$ cat src/hdl/gsaf_pkg.sv
`timescale 1ns / 1ps

package gsaf_pkg;

  localparam int SAMPLE_BITS = 16;
  localparam int POS_BITS    = 33;
  localparam int GAIN_BITS   = 16;
  localparam int STEP_BITS   = 24;
  localparam int OPEN_BITS   = 15;
  localparam int MUL_BITS    = SAMPLE_BITS + 1;
  localparam int KP_BITS     = POS_BITS + 4;
  localparam int FR_BITS     = KP_BITS + 2;

  localparam int CFG_DATA_BITS  = 16;
  localparam int CFG_INDEX_BITS = 1;
  localparam logic [CFG_INDEX_BITS-1:0] CFG_GATE_THRESHOLD = 1'b0;
  localparam logic [CFG_INDEX_BITS-1:0] CFG_OPEN_LEVEL     = 1'b1;

  localparam logic signed [SAMPLE_BITS-1:0] THRESHOLD_RESET = 16'sd33;
  localparam logic [OPEN_BITS-1:0]          OPEN_LEVEL_RESET = 15'd32767;
  localparam logic signed [SAMPLE_BITS-1:0] NORMAL_HIGH      = 16'sd3277;
  localparam logic [GAIN_BITS-1:0]          UNITY            = 16'd32768;
  localparam logic [POS_BITS-1:0]           POS_ONE          = 33'h1_0000_0000;

  localparam logic [POS_BITS-1:0] SEG_EDGE0 = 33'd858993459;
  localparam logic [POS_BITS-1:0] SEG_EDGE1 = 33'd1288490189;
  localparam logic [POS_BITS-1:0] SEG_EDGE2 = 33'd3006477107;
  localparam logic [POS_BITS-1:0] SEG_EDGE3 = 33'd3435973837;

  // intercepts in Q.35 with the half-LSB rounding term of the Q1.15 gain folded in
  localparam logic signed [FR_BITS-1:0] SEG_BIAS0 = 39'sd34360262656;
  localparam logic signed [FR_BITS-1:0] SEG_BIAS1 = 39'sd38655229952;
  localparam logic signed [FR_BITS-1:0] SEG_BIAS2 = 39'sd51540131840;
  localparam logic signed [FR_BITS-1:0] SEG_BIAS3 = 39'sd9449452339;
  localparam logic signed [FR_BITS-1:0] SEG_BIAS4 = 39'sd12885426176;
  localparam logic signed [FR_BITS-1:0] FR_LOW    = 39'sd524288;
  localparam logic signed [FR_BITS-1:0] FR_HIGH   = 39'sd34360262656;

  typedef enum logic [1:0] {
    MODE_OFF  = 2'd0,
    MODE_FIN  = 2'd1,
    MODE_ON   = 2'd2,
    MODE_FOUT = 2'd3
  } fade_mode_t;

  typedef enum logic [2:0] {
    GS_KEEP,
    GS_ZERO,
    GS_UNITY,
    GS_CURVE,
    GS_CURVE_INV
  } gain_sel_t;

  typedef enum logic [2:0] {
    ST_IDLE,
    ST_EVAL,
    ST_CURVE,
    ST_MUL_L,
    ST_MUL_R,
    ST_DONE
  } seq_state_t;

  typedef struct packed {
    logic [2:0]                    channel;
    logic signed [SAMPLE_BITS-1:0] trigger_sample;
    logic                          trigger_connected;
    logic                          button_click;
    logic signed [SAMPLE_BITS-1:0] left_sample;
    logic                          left_connected;
    logic signed [SAMPLE_BITS-1:0] right_sample;
    logic                          right_connected;
    logic [STEP_BITS-1:0]          fade_in_step;
    logic [STEP_BITS-1:0]          fade_out_step;
  } in_item_t;

  typedef struct packed {
    logic [2:0]                    out_channel;
    logic signed [SAMPLE_BITS-1:0] left_out;
    logic signed [SAMPLE_BITS-1:0] right_out;
    logic [GAIN_BITS-1:0]          fade_gain;
    logic [1:0]                    fade_mode;
    logic                          button_lit;
  } out_item_t;

  typedef struct packed {
    fade_mode_t           mode;
    logic [POS_BITS-1:0]  pos;
    logic [GAIN_BITS-1:0] gain;
    logic                 btn;
  } chan_state_t;

  function automatic logic [2:0] seg_index(logic [POS_BITS-1:0] pos);
    logic [2:0] seg;
    seg = 3'd0;
    if (pos >= SEG_EDGE0) seg = 3'd1;
    if (pos >= SEG_EDGE1) seg = 3'd2;
    if (pos >= SEG_EDGE2) seg = 3'd3;
    if (pos >= SEG_EDGE3) seg = 3'd4;
    return seg;
  endfunction

  function automatic logic [KP_BITS-1:0] seg_kp(logic [2:0] seg, logic [POS_BITS-1:0] pos);
    logic [KP_BITS-1:0] p1;
    logic [KP_BITS-1:0] p2;
    logic [KP_BITS-1:0] kp;
    p1 = {3'b000, pos, 1'b0};
    p2 = {2'b00, pos, 2'b00};
    case (seg)
      3'd0:    kp = {4'b0000, pos};
      3'd1:    kp = p1 + p2;
      3'd2:    kp = {pos, 4'b0000};
      3'd3:    kp = p1;
      default: kp = p1 + {4'b0000, pos};
    endcase
    return kp;
  endfunction

  function automatic logic signed [FR_BITS-1:0] seg_bias(logic [2:0] seg);
    logic signed [FR_BITS-1:0] b;
    case (seg)
      3'd0:    b = SEG_BIAS0;
      3'd1:    b = SEG_BIAS1;
      3'd2:    b = SEG_BIAS2;
      3'd3:    b = SEG_BIAS3;
      default: b = SEG_BIAS4;
    endcase
    return b;
  endfunction

endpackage

$ cat src/hdl/gsaf_store.sv
`timescale 1ns / 1ps

module gsaf_store #(
  parameter int CHANNELS = 8
) (
  input  logic                                       clk,
  input  logic                                       rst_n,
  input  logic                                       rd_en,
  input  logic [((CHANNELS > 1) ? $clog2(CHANNELS) : 1)-1:0] rd_addr,
  output gsaf_pkg::chan_state_t                      rd_data,
  input  logic                                       wr_en,
  input  logic [((CHANNELS > 1) ? $clog2(CHANNELS) : 1)-1:0] wr_addr,
  input  gsaf_pkg::chan_state_t                      wr_data
);
  import gsaf_pkg::*;

  chan_state_t         mem [CHANNELS];
  logic [CHANNELS-1:0] valid_r;
  chan_state_t         rd_data_r;
  logic                rd_valid_r;

  always_ff @(posedge clk) begin
    if (wr_en) begin
      mem[wr_addr] <= wr_data;
    end
    if (rd_en) begin
      rd_data_r <= mem[rd_addr];
    end
  end

  always_ff @(posedge clk) begin
    if (!rst_n) begin
      valid_r    <= '0;
      rd_valid_r <= 1'b0;
    end else begin
      if (wr_en) begin
        valid_r[wr_addr] <= 1'b1;
      end
      if (rd_en) begin
        rd_valid_r <= valid_r[rd_addr];
      end
    end
  end

  assign rd_data = rd_valid_r ? rd_data_r : '0;

endmodule

$ cat src/hdl/gsaf_mul.sv
`timescale 1ns / 1ps

module gsaf_mul (
  input  logic                                         clk,
  input  logic                                         go,
  input  logic signed [gsaf_pkg::MUL_BITS-1:0]         op_a,
  input  logic signed [gsaf_pkg::MUL_BITS-1:0]         op_b,
  output logic signed [gsaf_pkg::SAMPLE_BITS-1:0]      result
);
  import gsaf_pkg::*;

  localparam int PROD_BITS = 2 * MUL_BITS;
  localparam int SHIFT     = GAIN_BITS - 1;

  logic signed [PROD_BITS-1:0] prod_r;
  logic signed [PROD_BITS-1:0] rounded;

  always_ff @(posedge clk) begin
    if (go) begin
      prod_r <= op_a * op_b;
    end
  end

  // round half up, then floor shift
  assign rounded = prod_r + (PROD_BITS'(1) <<< (SHIFT - 1));
  assign result  = rounded[SHIFT +: SAMPLE_BITS];

endmodule

$ cat src/hdl/gated_stereo_auto_fader.sv
`timescale 1ns / 1ps

// Eight-channel gated stereo auto-fader.
// Input channel (in_valid/in_ready/in_data): one sample of one fader channel
// with its gate, button click, stereo pair and fade rates. Result channel
// (out_valid/out_ready/out_data): one item per input, carrying the channel,
// both faded samples, the gain, the fade mode and the button lamp.
// Configuration: cfg_we writes cfg_wdata into register cfg_index
// (0 gate threshold, 1 open level) at a clock edge; write only while idle.
// Steps: an item runs through these steps in order, and the next item is
// accepted only once the last is done: one state read, one decision step,
// one curve step, two passes through the shared 17x17 multiplier (left,
// then right), one write-back/output load. The per-channel state memory
// is read and written once per item.
// Reset (rst_n low, synchronous): all channels off with zero position, gain
// and button; registers return to threshold 33 and open level 32767.
// A stalled receiver holds the result in the output register; the block
// still takes one more item and finishes it, then waits before writing back.
module gated_stereo_auto_fader #(
  parameter int CHANNELS = 8
) (
  input  logic                                      clk,
  input  logic                                      rst_n,
  input  logic                                      in_valid,
  output logic                                      in_ready,
  input  gsaf_pkg::in_item_t                        in_data,
  output logic                                      out_valid,
  input  logic                                      out_ready,
  output gsaf_pkg::out_item_t                       out_data,
  input  logic                                      cfg_we,
  input  logic [gsaf_pkg::CFG_INDEX_BITS-1:0]       cfg_index,
  input  logic [gsaf_pkg::CFG_DATA_BITS-1:0]        cfg_wdata
);
  import gsaf_pkg::*;

  localparam int CH_W = (CHANNELS > 1) ? $clog2(CHANNELS) : 1;
  localparam logic [6:0] CH_LIMIT = 7'(CHANNELS);

  function automatic logic [2:0] wrap_channel(logic [2:0] c);
    logic [6:0] r;
    r = {4'b0000, c};
    for (int i = 0; i < 8; i++) begin
      if (r >= CH_LIMIT) r = r - CH_LIMIT;
    end
    return r[2:0];
  endfunction

  seq_state_t state_r, state_nxt;
  logic       mul_go;
  logic       out_load;

  logic signed [SAMPLE_BITS-1:0] thr_r;
  logic [OPEN_BITS-1:0]          open_r;

  in_item_t             in_r;
  logic [2:0]           ch_r;
  logic [2:0]           in_ch;
  chan_state_t          cur;
  chan_state_t          wb;
  fade_mode_t           mode_r, mode_nxt;
  logic [POS_BITS-1:0]  pos_r, pos_nxt;
  logic                 btn_r, btn_nxt;
  gain_sel_t            gsel_r, gsel_nxt;
  logic [2:0]           seg_r;
  logic [KP_BITS-1:0]   kp_r;
  logic [GAIN_BITS-1:0] old_gain_r;
  logic [GAIN_BITS-1:0] gain_r, gain_nxt;

  logic                          btn1;
  logic signed [SAMPLE_BITS-1:0] level;
  logic                          gate;
  logic [POS_BITS-1:0]           pos_fin, pos_fout, pos_mirror;
  logic signed [FR_BITS-1:0]     fr;
  logic [GAIN_BITS-1:0]          curve_gain;

  logic signed [MUL_BITS-1:0]    op_a, op_b;
  logic signed [SAMPLE_BITS-1:0] mul_result;
  logic signed [SAMPLE_BITS-1:0] left_r;

  logic      out_valid_r, out_valid_nxt;
  out_item_t out_data_r;

  // sequencer
  always_ff @(posedge clk) begin
    if (!rst_n) begin
      state_r <= ST_IDLE;
    end else begin
      state_r <= state_nxt;
    end
  end

  always_comb begin
    state_nxt = state_r;
    in_ready  = 1'b0;
    mul_go    = 1'b0;
    out_load  = 1'b0;
    case (state_r)
      ST_IDLE: begin
        in_ready = 1'b1;
        if (in_valid) state_nxt = ST_EVAL;
      end
      ST_EVAL:  state_nxt = ST_CURVE;
      ST_CURVE: state_nxt = ST_MUL_L;
      ST_MUL_L: begin
        mul_go    = 1'b1;
        state_nxt = ST_MUL_R;
      end
      ST_MUL_R: begin
        mul_go    = 1'b1;
        state_nxt = ST_DONE;
      end
      ST_DONE: begin
        if (!out_valid_r || out_ready) begin
          out_load  = 1'b1;
          state_nxt = ST_IDLE;
        end
      end
      default: state_nxt = ST_IDLE;
    endcase
  end

  // configuration registers
  always_ff @(posedge clk) begin
    if (!rst_n) begin
      thr_r  <= THRESHOLD_RESET;
      open_r <= OPEN_LEVEL_RESET;
    end else if (cfg_we) begin
      case (cfg_index)
        CFG_GATE_THRESHOLD: thr_r  <= cfg_wdata;
        CFG_OPEN_LEVEL:     open_r <= cfg_wdata[OPEN_BITS-1:0];
        default:            ;
      endcase
    end
  end

  assign in_ch = wrap_channel(in_data.channel);

  gsaf_store #(
    .CHANNELS(CHANNELS)
  ) u_store (
    .clk     (clk),
    .rst_n   (rst_n),
    .rd_en   (in_valid && in_ready),
    .rd_addr (CH_W'(in_ch)),
    .rd_data (cur),
    .wr_en   (out_load),
    .wr_addr (CH_W'(ch_r)),
    .wr_data (wb)
  );

  // decision step
  always_comb begin
    btn1 = cur.btn ^ in_r.button_click;
    if (in_r.trigger_connected) begin
      level = in_r.trigger_sample;
    end else if (cur.mode == MODE_FIN || cur.mode == MODE_ON) begin
      level = NORMAL_HIGH;
    end else begin
      level = '0;
    end
    gate       = level >= thr_r;
    pos_fin    = cur.pos + {{(POS_BITS-STEP_BITS){1'b0}}, in_r.fade_in_step};
    pos_fout   = cur.pos + {{(POS_BITS-STEP_BITS){1'b0}}, in_r.fade_out_step};
    pos_mirror = POS_ONE - cur.pos;

    mode_nxt = cur.mode;
    pos_nxt  = cur.pos;
    btn_nxt  = btn1;
    gsel_nxt = GS_KEEP;
    case (cur.mode)
      MODE_FOUT: begin
        if (gate || btn1) begin
          btn_nxt  = 1'b1;
          pos_nxt  = pos_mirror;
          mode_nxt = MODE_FIN;
        end else begin
          pos_nxt  = pos_fout;
          gsel_nxt = GS_CURVE;
          if (pos_fout >= POS_ONE) begin
            gsel_nxt = GS_ZERO;
            mode_nxt = MODE_OFF;
          end
        end
      end
      MODE_OFF: begin
        if (gate || btn1) begin
          btn_nxt  = 1'b1;
          mode_nxt = MODE_FIN;
          pos_nxt  = '0;
        end else begin
          gsel_nxt = GS_ZERO;
        end
      end
      MODE_FIN: begin
        if (!gate || !btn1) begin
          btn_nxt  = 1'b0;
          pos_nxt  = pos_mirror;
          mode_nxt = MODE_FOUT;
        end else begin
          pos_nxt  = pos_fin;
          gsel_nxt = GS_CURVE_INV;
          if (pos_fin >= POS_ONE) begin
            gsel_nxt = GS_UNITY;
            mode_nxt = MODE_ON;
          end
        end
      end
      default: begin
        if (!gate || !btn1) begin
          btn_nxt  = 1'b0;
          mode_nxt = MODE_FOUT;
          pos_nxt  = '0;
        end else begin
          gsel_nxt = GS_UNITY;
        end
      end
    endcase
  end

  // curve step: f = b - k*p, clamped, rounded to Q1.15
  always_comb begin
    fr = seg_bias(seg_r) - $signed({2'b00, kp_r});
    if (fr < FR_LOW) begin
      curve_gain = '0;
    end else if (fr > FR_HIGH) begin
      curve_gain = UNITY;
    end else begin
      curve_gain = fr[20 +: GAIN_BITS];
    end
    case (gsel_r)
      GS_ZERO:      gain_nxt = '0;
      GS_UNITY:     gain_nxt = UNITY;
      GS_CURVE:     gain_nxt = curve_gain;
      GS_CURVE_INV: gain_nxt = UNITY - curve_gain;
      default:      gain_nxt = old_gain_r;
    endcase
  end

  always_ff @(posedge clk) begin
    if (in_valid && in_ready) begin
      in_r <= in_data;
      ch_r <= in_ch;
    end
    if (state_r == ST_EVAL) begin
      mode_r     <= mode_nxt;
      pos_r      <= pos_nxt;
      btn_r      <= btn_nxt;
      gsel_r     <= gsel_nxt;
      seg_r      <= seg_index(cur.pos);
      kp_r       <= seg_kp(seg_index(cur.pos), cur.pos);
      old_gain_r <= cur.gain;
    end
    if (state_r == ST_CURVE) begin
      gain_r <= gain_nxt;
    end
    if (state_r == ST_MUL_R) begin
      left_r <= mul_result;
    end
  end

  // shared multiplier: left pass, then right pass
  always_comb begin
    if (state_r == ST_MUL_L) begin
      op_a = in_r.left_connected ? {in_r.left_sample[SAMPLE_BITS-1], in_r.left_sample}
                                 : {2'b00, open_r};
    end else begin
      op_a = in_r.right_connected ? {in_r.right_sample[SAMPLE_BITS-1], in_r.right_sample}
                                  : {2'b00, open_r};
    end
    op_b = {1'b0, gain_r};
  end

  gsaf_mul u_mul (
    .clk    (clk),
    .go     (mul_go),
    .op_a   (op_a),
    .op_b   (op_b),
    .result (mul_result)
  );

  assign wb.mode = mode_r;
  assign wb.pos  = pos_r;
  assign wb.gain = gain_r;
  assign wb.btn  = btn_r;

  // output register
  always_comb begin
    out_valid_nxt = out_valid_r;
    if (out_load) begin
      out_valid_nxt = 1'b1;
    end else if (out_ready) begin
      out_valid_nxt = 1'b0;
    end
  end

  always_ff @(posedge clk) begin
    if (!rst_n) begin
      out_valid_r <= 1'b0;
    end else begin
      out_valid_r <= out_valid_nxt;
    end
  end

  always_ff @(posedge clk) begin
    if (out_load) begin
      out_data_r.out_channel <= ch_r;
      out_data_r.left_out    <= left_r;
      out_data_r.right_out   <= mul_result;
      out_data_r.fade_gain   <= gain_r;
      out_data_r.fade_mode   <= mode_r;
      out_data_r.button_lit  <= btn_r;
    end
  end

  assign out_valid = out_valid_r;
  assign out_data  = out_data_r;

  a_one_at_a_time: assert property (@(posedge clk) disable iff (!rst_n)
    in_valid && in_ready |=> !in_ready)
    else $error("input taken while an item is in progress");

  a_load_from_done: assert property (@(posedge clk) disable iff (!rst_n)
    $rose(out_valid_r) |-> $past(state_r) == ST_DONE)
    else $error("result loaded outside write-back step");

  a_lamp_follows_mode: assert property (@(posedge clk) disable iff (!rst_n)
    out_valid_r |-> out_data_r.button_lit ==
      (out_data_r.fade_mode == MODE_FIN || out_data_r.fade_mode == MODE_ON))
    else $error("button lamp disagrees with fade mode");

  a_gain_at_rest: assert property (@(posedge clk) disable iff (!rst_n)
    out_valid_r |-> (out_data_r.fade_gain <= UNITY) &&
      (out_data_r.fade_mode != MODE_ON || out_data_r.fade_gain == UNITY) &&
      (out_data_r.fade_mode != MODE_OFF || out_data_r.fade_gain == '0))
    else $error("gain out of range for fade mode");

endmodule
$ cat config.mk
export PLATFORM = sky130hd
export DESIGN_NAME = gated_stereo_auto_fader
export DESIGN_NICKNAME = d
export VERILOG_FILES = /design/src/hdl/gsaf_pkg.sv /design/src/hdl/gsaf_store.sv /design/src/hdl/gsaf_mul.sv /design/src/hdl/gated_stereo_auto_fader.sv
export SDC_FILE = /design/constraint.sdc
export NUM_CORES = 2
export LEC_CHECK = 0
export BUFFER_PORTS_ARGS = -buffer_cell sky130_fd_sc_hd__clkbuf_2
export CORE_MARGIN = 2
export CORE_UTILIZATION = 35
export DETAILED_ROUTE_END_ITERATION = 6
export PLACE_DENSITY = 0.61
export SLEW_MARGIN = 20
export SYNTH_ARGS = -nofsm -noshare
export SYNTH_HDL_FRONTEND = slang
export SYNTH_SLANG_ARGS = --single-unit
$ cat constraint.sdc
create_clock -name clk -period 27.4 [get_ports clk]
set_clock_uncertainty 0.05 [all_clocks]
set_input_delay 8.22 -clock clk [delete_from_list [all_inputs] [get_ports clk]]
set_output_delay 8.22 -clock clk [all_outputs]
set_load 0.03 [all_outputs]
After elaboration in Yosys (flattened, before gate mapping)
Memory sizes are Yosys's and may differ from the RTL's. A register that Yosys moved wholly into a read port is not among the register bits. Index checks and enable logic that the tools add are counted.

Reduce and logical (&&, ||, !) cells: 19. Bitwise logic cells: 3. Order comparisons: 12. $mul: 1. Add/subtract/negate cells: 8. Muxes and demuxes: 53. Eq/ne operators: 20.

Operators by type and width (number): $pmux 37 s4 (1); $pmux 36 s4 (1); $mux 33 (4); $pmux 33 s3 (1); $add 33x24->33 (2); $ge 33x32->1 const B (2); $ge 33x33->1 const B (2); $pmux 16 s4 (1); $mux 52 (1); $mux 17 (3); $mux 16 (3); $gt 39x37->1 const B (1); $lt 39x21->1 const B (1); $sub 39x38->39 (1); $add 34x35->36 (1); $add 34x33->35 (1); $ge 33x30->1 const B (1); $ge 33x31->1 const B (1); $sub 33x33->33 const A (1); $add 31x16->31 const B (1); $mul 17x17->31 (1); $eq 3x2->1 const B (8); $mux 3 (8); $mux 2 (9); other kinds (27) (60).

Input port bits: 125. Flip-flop bits (word level): 359. Memory bits (writable): 416. Memories: 1. Word-level logic and storage cells: 149. Output and inout port bits: 56.

Memory list: u_store.mem (depth 8, width 52, read ports 1, clocked after Yosys merged registers in 1, write ports 1, line gsaf_store.sv:17) `chan_state_t mem [CHANNELS];`.

Longest topological paths before layout
Depth in word-level cells: 10. Mapped depth: 34. Gate-level depth less buffers: 31.

By module
Synthesis repeated with hierarchy kept, for this count alone.

Cell total of the unflattened synthesis: 4122. Area total of the unflattened synthesis: 50151.8 um2.

By module, submodules not included: gated_stereo_auto_fader (instances 1, cells an instance 2229, seq. area each 9228.9 um2, area each 21602.0 um2); gsaf_store (instances 1, cells an instance 749, seq. area each 14233.7 um2, area each 17878.4 um2); gsaf_mul (instances 1, cells an instance 1144, seq. area each 510.5 um2, area each 10671.5 um2).

Least setup slack after synthesis
OpenSTA, ideal clock, no wires.

Kind: input -> register. Start point: in out_ready. End point: mem u_store.mem[1][0] (netlist bit) (enable). Buffers on the path: 0. Setup slack: 11.997 ns. Arrival: 14.825 ns. Data required time: 26.822 ns. Stages on the path: 5. Setup time: 0.528 ns. Cell sequence: nand2b_1 nand2_1 nor2_1 nand2_1 nor3_1.

Longest elaborated chain between the ends: 5.

Ends and longest elaborated chain: from (decl) (line gated_stereo_auto_fader.sv:28) `input logic out_ready,`; $logic_or 1x1->1 (line gated_stereo_auto_fader.sv:113) `if (!out_valid_r || out_ready) begin`; $mux 1 (line gated_stereo_auto_fader.sv:113); $mux 1 (line gated_stereo_auto_fader.sv:97) `case (state_r)`; net out_load (line gated_stereo_auto_fader.sv:50) `logic out_load;`; $mux 1 (line gsaf_store.sv:23) `if (wr_en) begin`; $mux 1 (implied by the code) (line gsaf_store.sv:24) `mem[wr_addr] <= wr_data;`; to (decl) (line gsaf_store.sv:17).

The timed path passes the listed nets, and every way through them passes these cells.

==> impl_metrics.json <==
{
  "status": "finished, final reports clean",
  "place_congestion": 0.950,
  "grt_max_degree": 67,
  "synth-edff-count": 769,
  "io_pins": 181,
  "port_buffers": 180,
  "synthAdderAreaFrac_pct": 16.8,
  "route.met2.wl_um": 63500,
  "power_w": 0.00606,
  "slowest_stage": "buf_4",
  "rows": 138,
  "hp-start": "left_r[12]",
  "worstPathMaxFanout": 66,
  "powerDensity_mw_per_mm2": 109,
  "antenna_found_initial": 6,
  "synth_top_area_share_pct": 46.6,
  "vias": 33400,
  "worst-path-buf-inv": 2,
  "drcViolationCount": 0,
  "numCtsBuffers": 82,
  "setup_viol_count_final": 0,
  "synthTopCellsByArea": "edfxtp_1 (47%), fa_1 (10%), ha_1 (6.5%)",
  "fmax_mhz": 97.0,
  "clk_latency_ns": 0.70,
  "wl_per_cell_um": 21.2,
  "rsz0062_at_grt": "false",
  "maxSlewViolCount": 0,
  "vdd_ir_drop_max_mv": 0.226,
  "post_cts_buffers": 0,
  "max-cap-violations": 0,
  "root_buffer": "clkbuf_16",
  "p_leak_nw": 21.4,
  "slew_headroom_pct": 23.5,
  "synth_top_family_by_area": "adder cells",
  "cts_num_sinks": 813,
  "critical_path.cell_chain": "buf_6 > buf_4 > mux4_2 > mux2_2",
  "synth_area_mm2": 0.0495,
  "ys_types": 93,
  "syn-num-nets": 4761,
  "netlist.top_cell.by_area": "edfxtp_1",
  "synthArstFlopShare_pct": 0,
  "synth_compound_area_share_pct": 10.2,
  "highest_layer": "met4",
  "netlist_instances": 4125,
  "end_kind": "flip-flop",
  "wl_um": 132000,
  "tns_ns": 0,
  "initial_core_util_pct": 35.1,
  "synthSimpleGateAreaFrac_pct": 11.1,
  "areaGrowthSynthToFinish_pct": 11.9,
  "ant_nets": 0,
  "ctsResizeCount": 0,
  "die_y_um": 380,
  "hold_buffers": 0,
  "final_hold_viol_count": 0,
  "vias_per_cell": 5.36,
  "timing_worst_setup_path_type": "primary input to flip-flop",
  "clk_path_buf_depth": 3,
  "crit_path_start": "in_data[100]",
  "grt_pass1_wl_um": 203000,
  "ys.flop_type": "edfxtp_1",
  "ys_warn_count": 0,
  "synth_xor_area_share_pct": 2.97,
  "grt_usage_pct": 18.0,
  "path_delay_family": "buffers and inverters",
  "worst_ep_required_time_ns": 27.74,
  "fin_crit_sh_pct": 37.6,
  "dp_hpwl_um": 93700,
  "worst_pin_slew_ns": 1.15,
  "finalNetCount": 4916,
  "drtIter0Drc": 3378,
  "synth.mux.area_fraction_pct": 6.36,
  "worstPathArrival_ns": 10.65,
  "core_area_mm2": 0.141,
  "hold_ws_ns": 0.368,
  "r2r-start": "state_r[0]",
  "min_period_ns": 10.31,
  "cts_tree": "built",
  "first_global_vias": 33400,
  "die_area_mm2": 0.145,
  "avgSynthCellArea_um2": 12.0,
  "first_pass_iters": 6,
  "met1_length_um": 56300,
  "gr-total-overflow": 0,
  "htree_levels": 3,
  "hold_class": "flip-flop to flip-flop",
  "die_w_um": 380,
  "clkTransAtPathRegs_ns": 0.06,
  "cp_slowest_stage_delay_ns": 0.81,
  "ys_seq_elements": 813,
  "ys_seq_area_share_pct": 48.4,
  "wl_met3_um": 8250,
  "worstSetupStartpointType": "primary input",
  "fillCellCount": 13300,
  "drive_gt1_share_pct": 13.2
}
sequential cells by signal, summed over array words and instances (netlist names), 2 cells and up:
name / cells
ch_r: 3
gain_r: 16
gsel_r: 3
in_r: 100
kp_r: 37
left_r: 16
mode_r: 2
old_gain_r: 16
open_r: 15
out_data: 54
pos_r: 33
seg_r: 3
state_r: 3
thr_r: 16
u_mul.prod_r: 17
u_store.mem: 416
u_store.rd_data_r: 52
u_store.valid_r: 8
metrics by stage:
stage / worst slack (ns) / utilization [%] / instance area, um^2 / std cells
detailed placement: 16.34 / 37.4 / 52800 / 6085
global placement: 16.40 / 37.4 / 52700 / 6085
CTS: 17.02 / 39.3 / 55400 / 6237
floorplan: 12.00 / - / 49500 / 4125
finish: 17.09 / 39.3 / 55400 / 6239
global route: 16.86 / 39.3 / 55400 / 6238
layer usage:
layer / vias to the layer above / GRT usage, %
met2: 1218 / 30.1
met5: - / 0
li1: 15200 / -
met4: 0 / 5.88
met3: 224 / 2.34
met1: 16800 / 24.3
kinds of logic after synthesis:
family / Yosys count
AND/OR/NAND/NOR: 1154
flip-flops: 813
AO/OA/AOI/OAI: 747
buffers and inverters: 556
adder cells (fa/ha/maj): 511
multiplexers: 175
XOR/XNOR: 168
other: 1
placed cells by master, fill, tap and decap left out, drive strengths merged, types with 93 or more instances in the layout:
cell	n
edfxtp	769
nand2	430
inv	388
clkbuf	283
ha	257
fa	254
nor2	234
a21oi	178
and2	163
o21ai	128
xnor2	123
mux4	106
nand3	93
cell usage after synthesis, types with 11 or more instances:
cell	instances
a2111oi_0	13
a211o_1	11
a211oi_1	25
a21boi_0	25
a21o_1	51
a21oi_1	178
a221oi_1	15
a31oi_1	28
and2_1	160
and3_1	29
buf_1	17
clkbuf_1	150
dfxtp_1	44
edfxtp_1	769
fa_1	254
ha_1	257
inv_1	380
mux2_2	56
mux2i_1	12
mux4_2	106
nand2_1	430
nand2b_1	31
nand3_1	90
nand4_1	26
nor2_1	234
nor2b_1	24
nor3_1	41
nor4_1	13
o211ai_1	15
o21a_1	36
o21ai_0	127
o21bai_1	16
o221ai_1	22
o22ai_1	56
o31ai_1	14
or3_1	18
xnor2_1	123
xor2_1	45
worst paths after layout:
kind                      endpoint  slack, ns  cells after the start
min reg2reg           out_data[47]       0.37                      0
max reg2reg       u_mul.prod_r[30]      18.34                     28
max          u_store.rd_data_r[19]      17.09                      4
min                   out_data[47]       0.37                      0
report_power, final:
part	internal, W	switching, W	total [W]
clock network	0.000625	0.000488	0.00111
registers	0.00163	0.0000565	0.00168
logic	0.00145	0.00181	0.00326
final cells by class:
cell class              instances  area (um^2)  share of cell area (%)
flip-flops and latches        813        24000                    43.3
multi-input cells            2756        23600                    42.6
well taps                    1890         2360                    4.27
clock buffers                 106         2170                    3.92
inverters                     383         1440                    2.59
repair buffers                244         1400                    2.52
clock inverters                46          483                   0.871
diodes                          1         2.50                 0.00451
No activity file was read; power rests on OpenSTA's default activity.
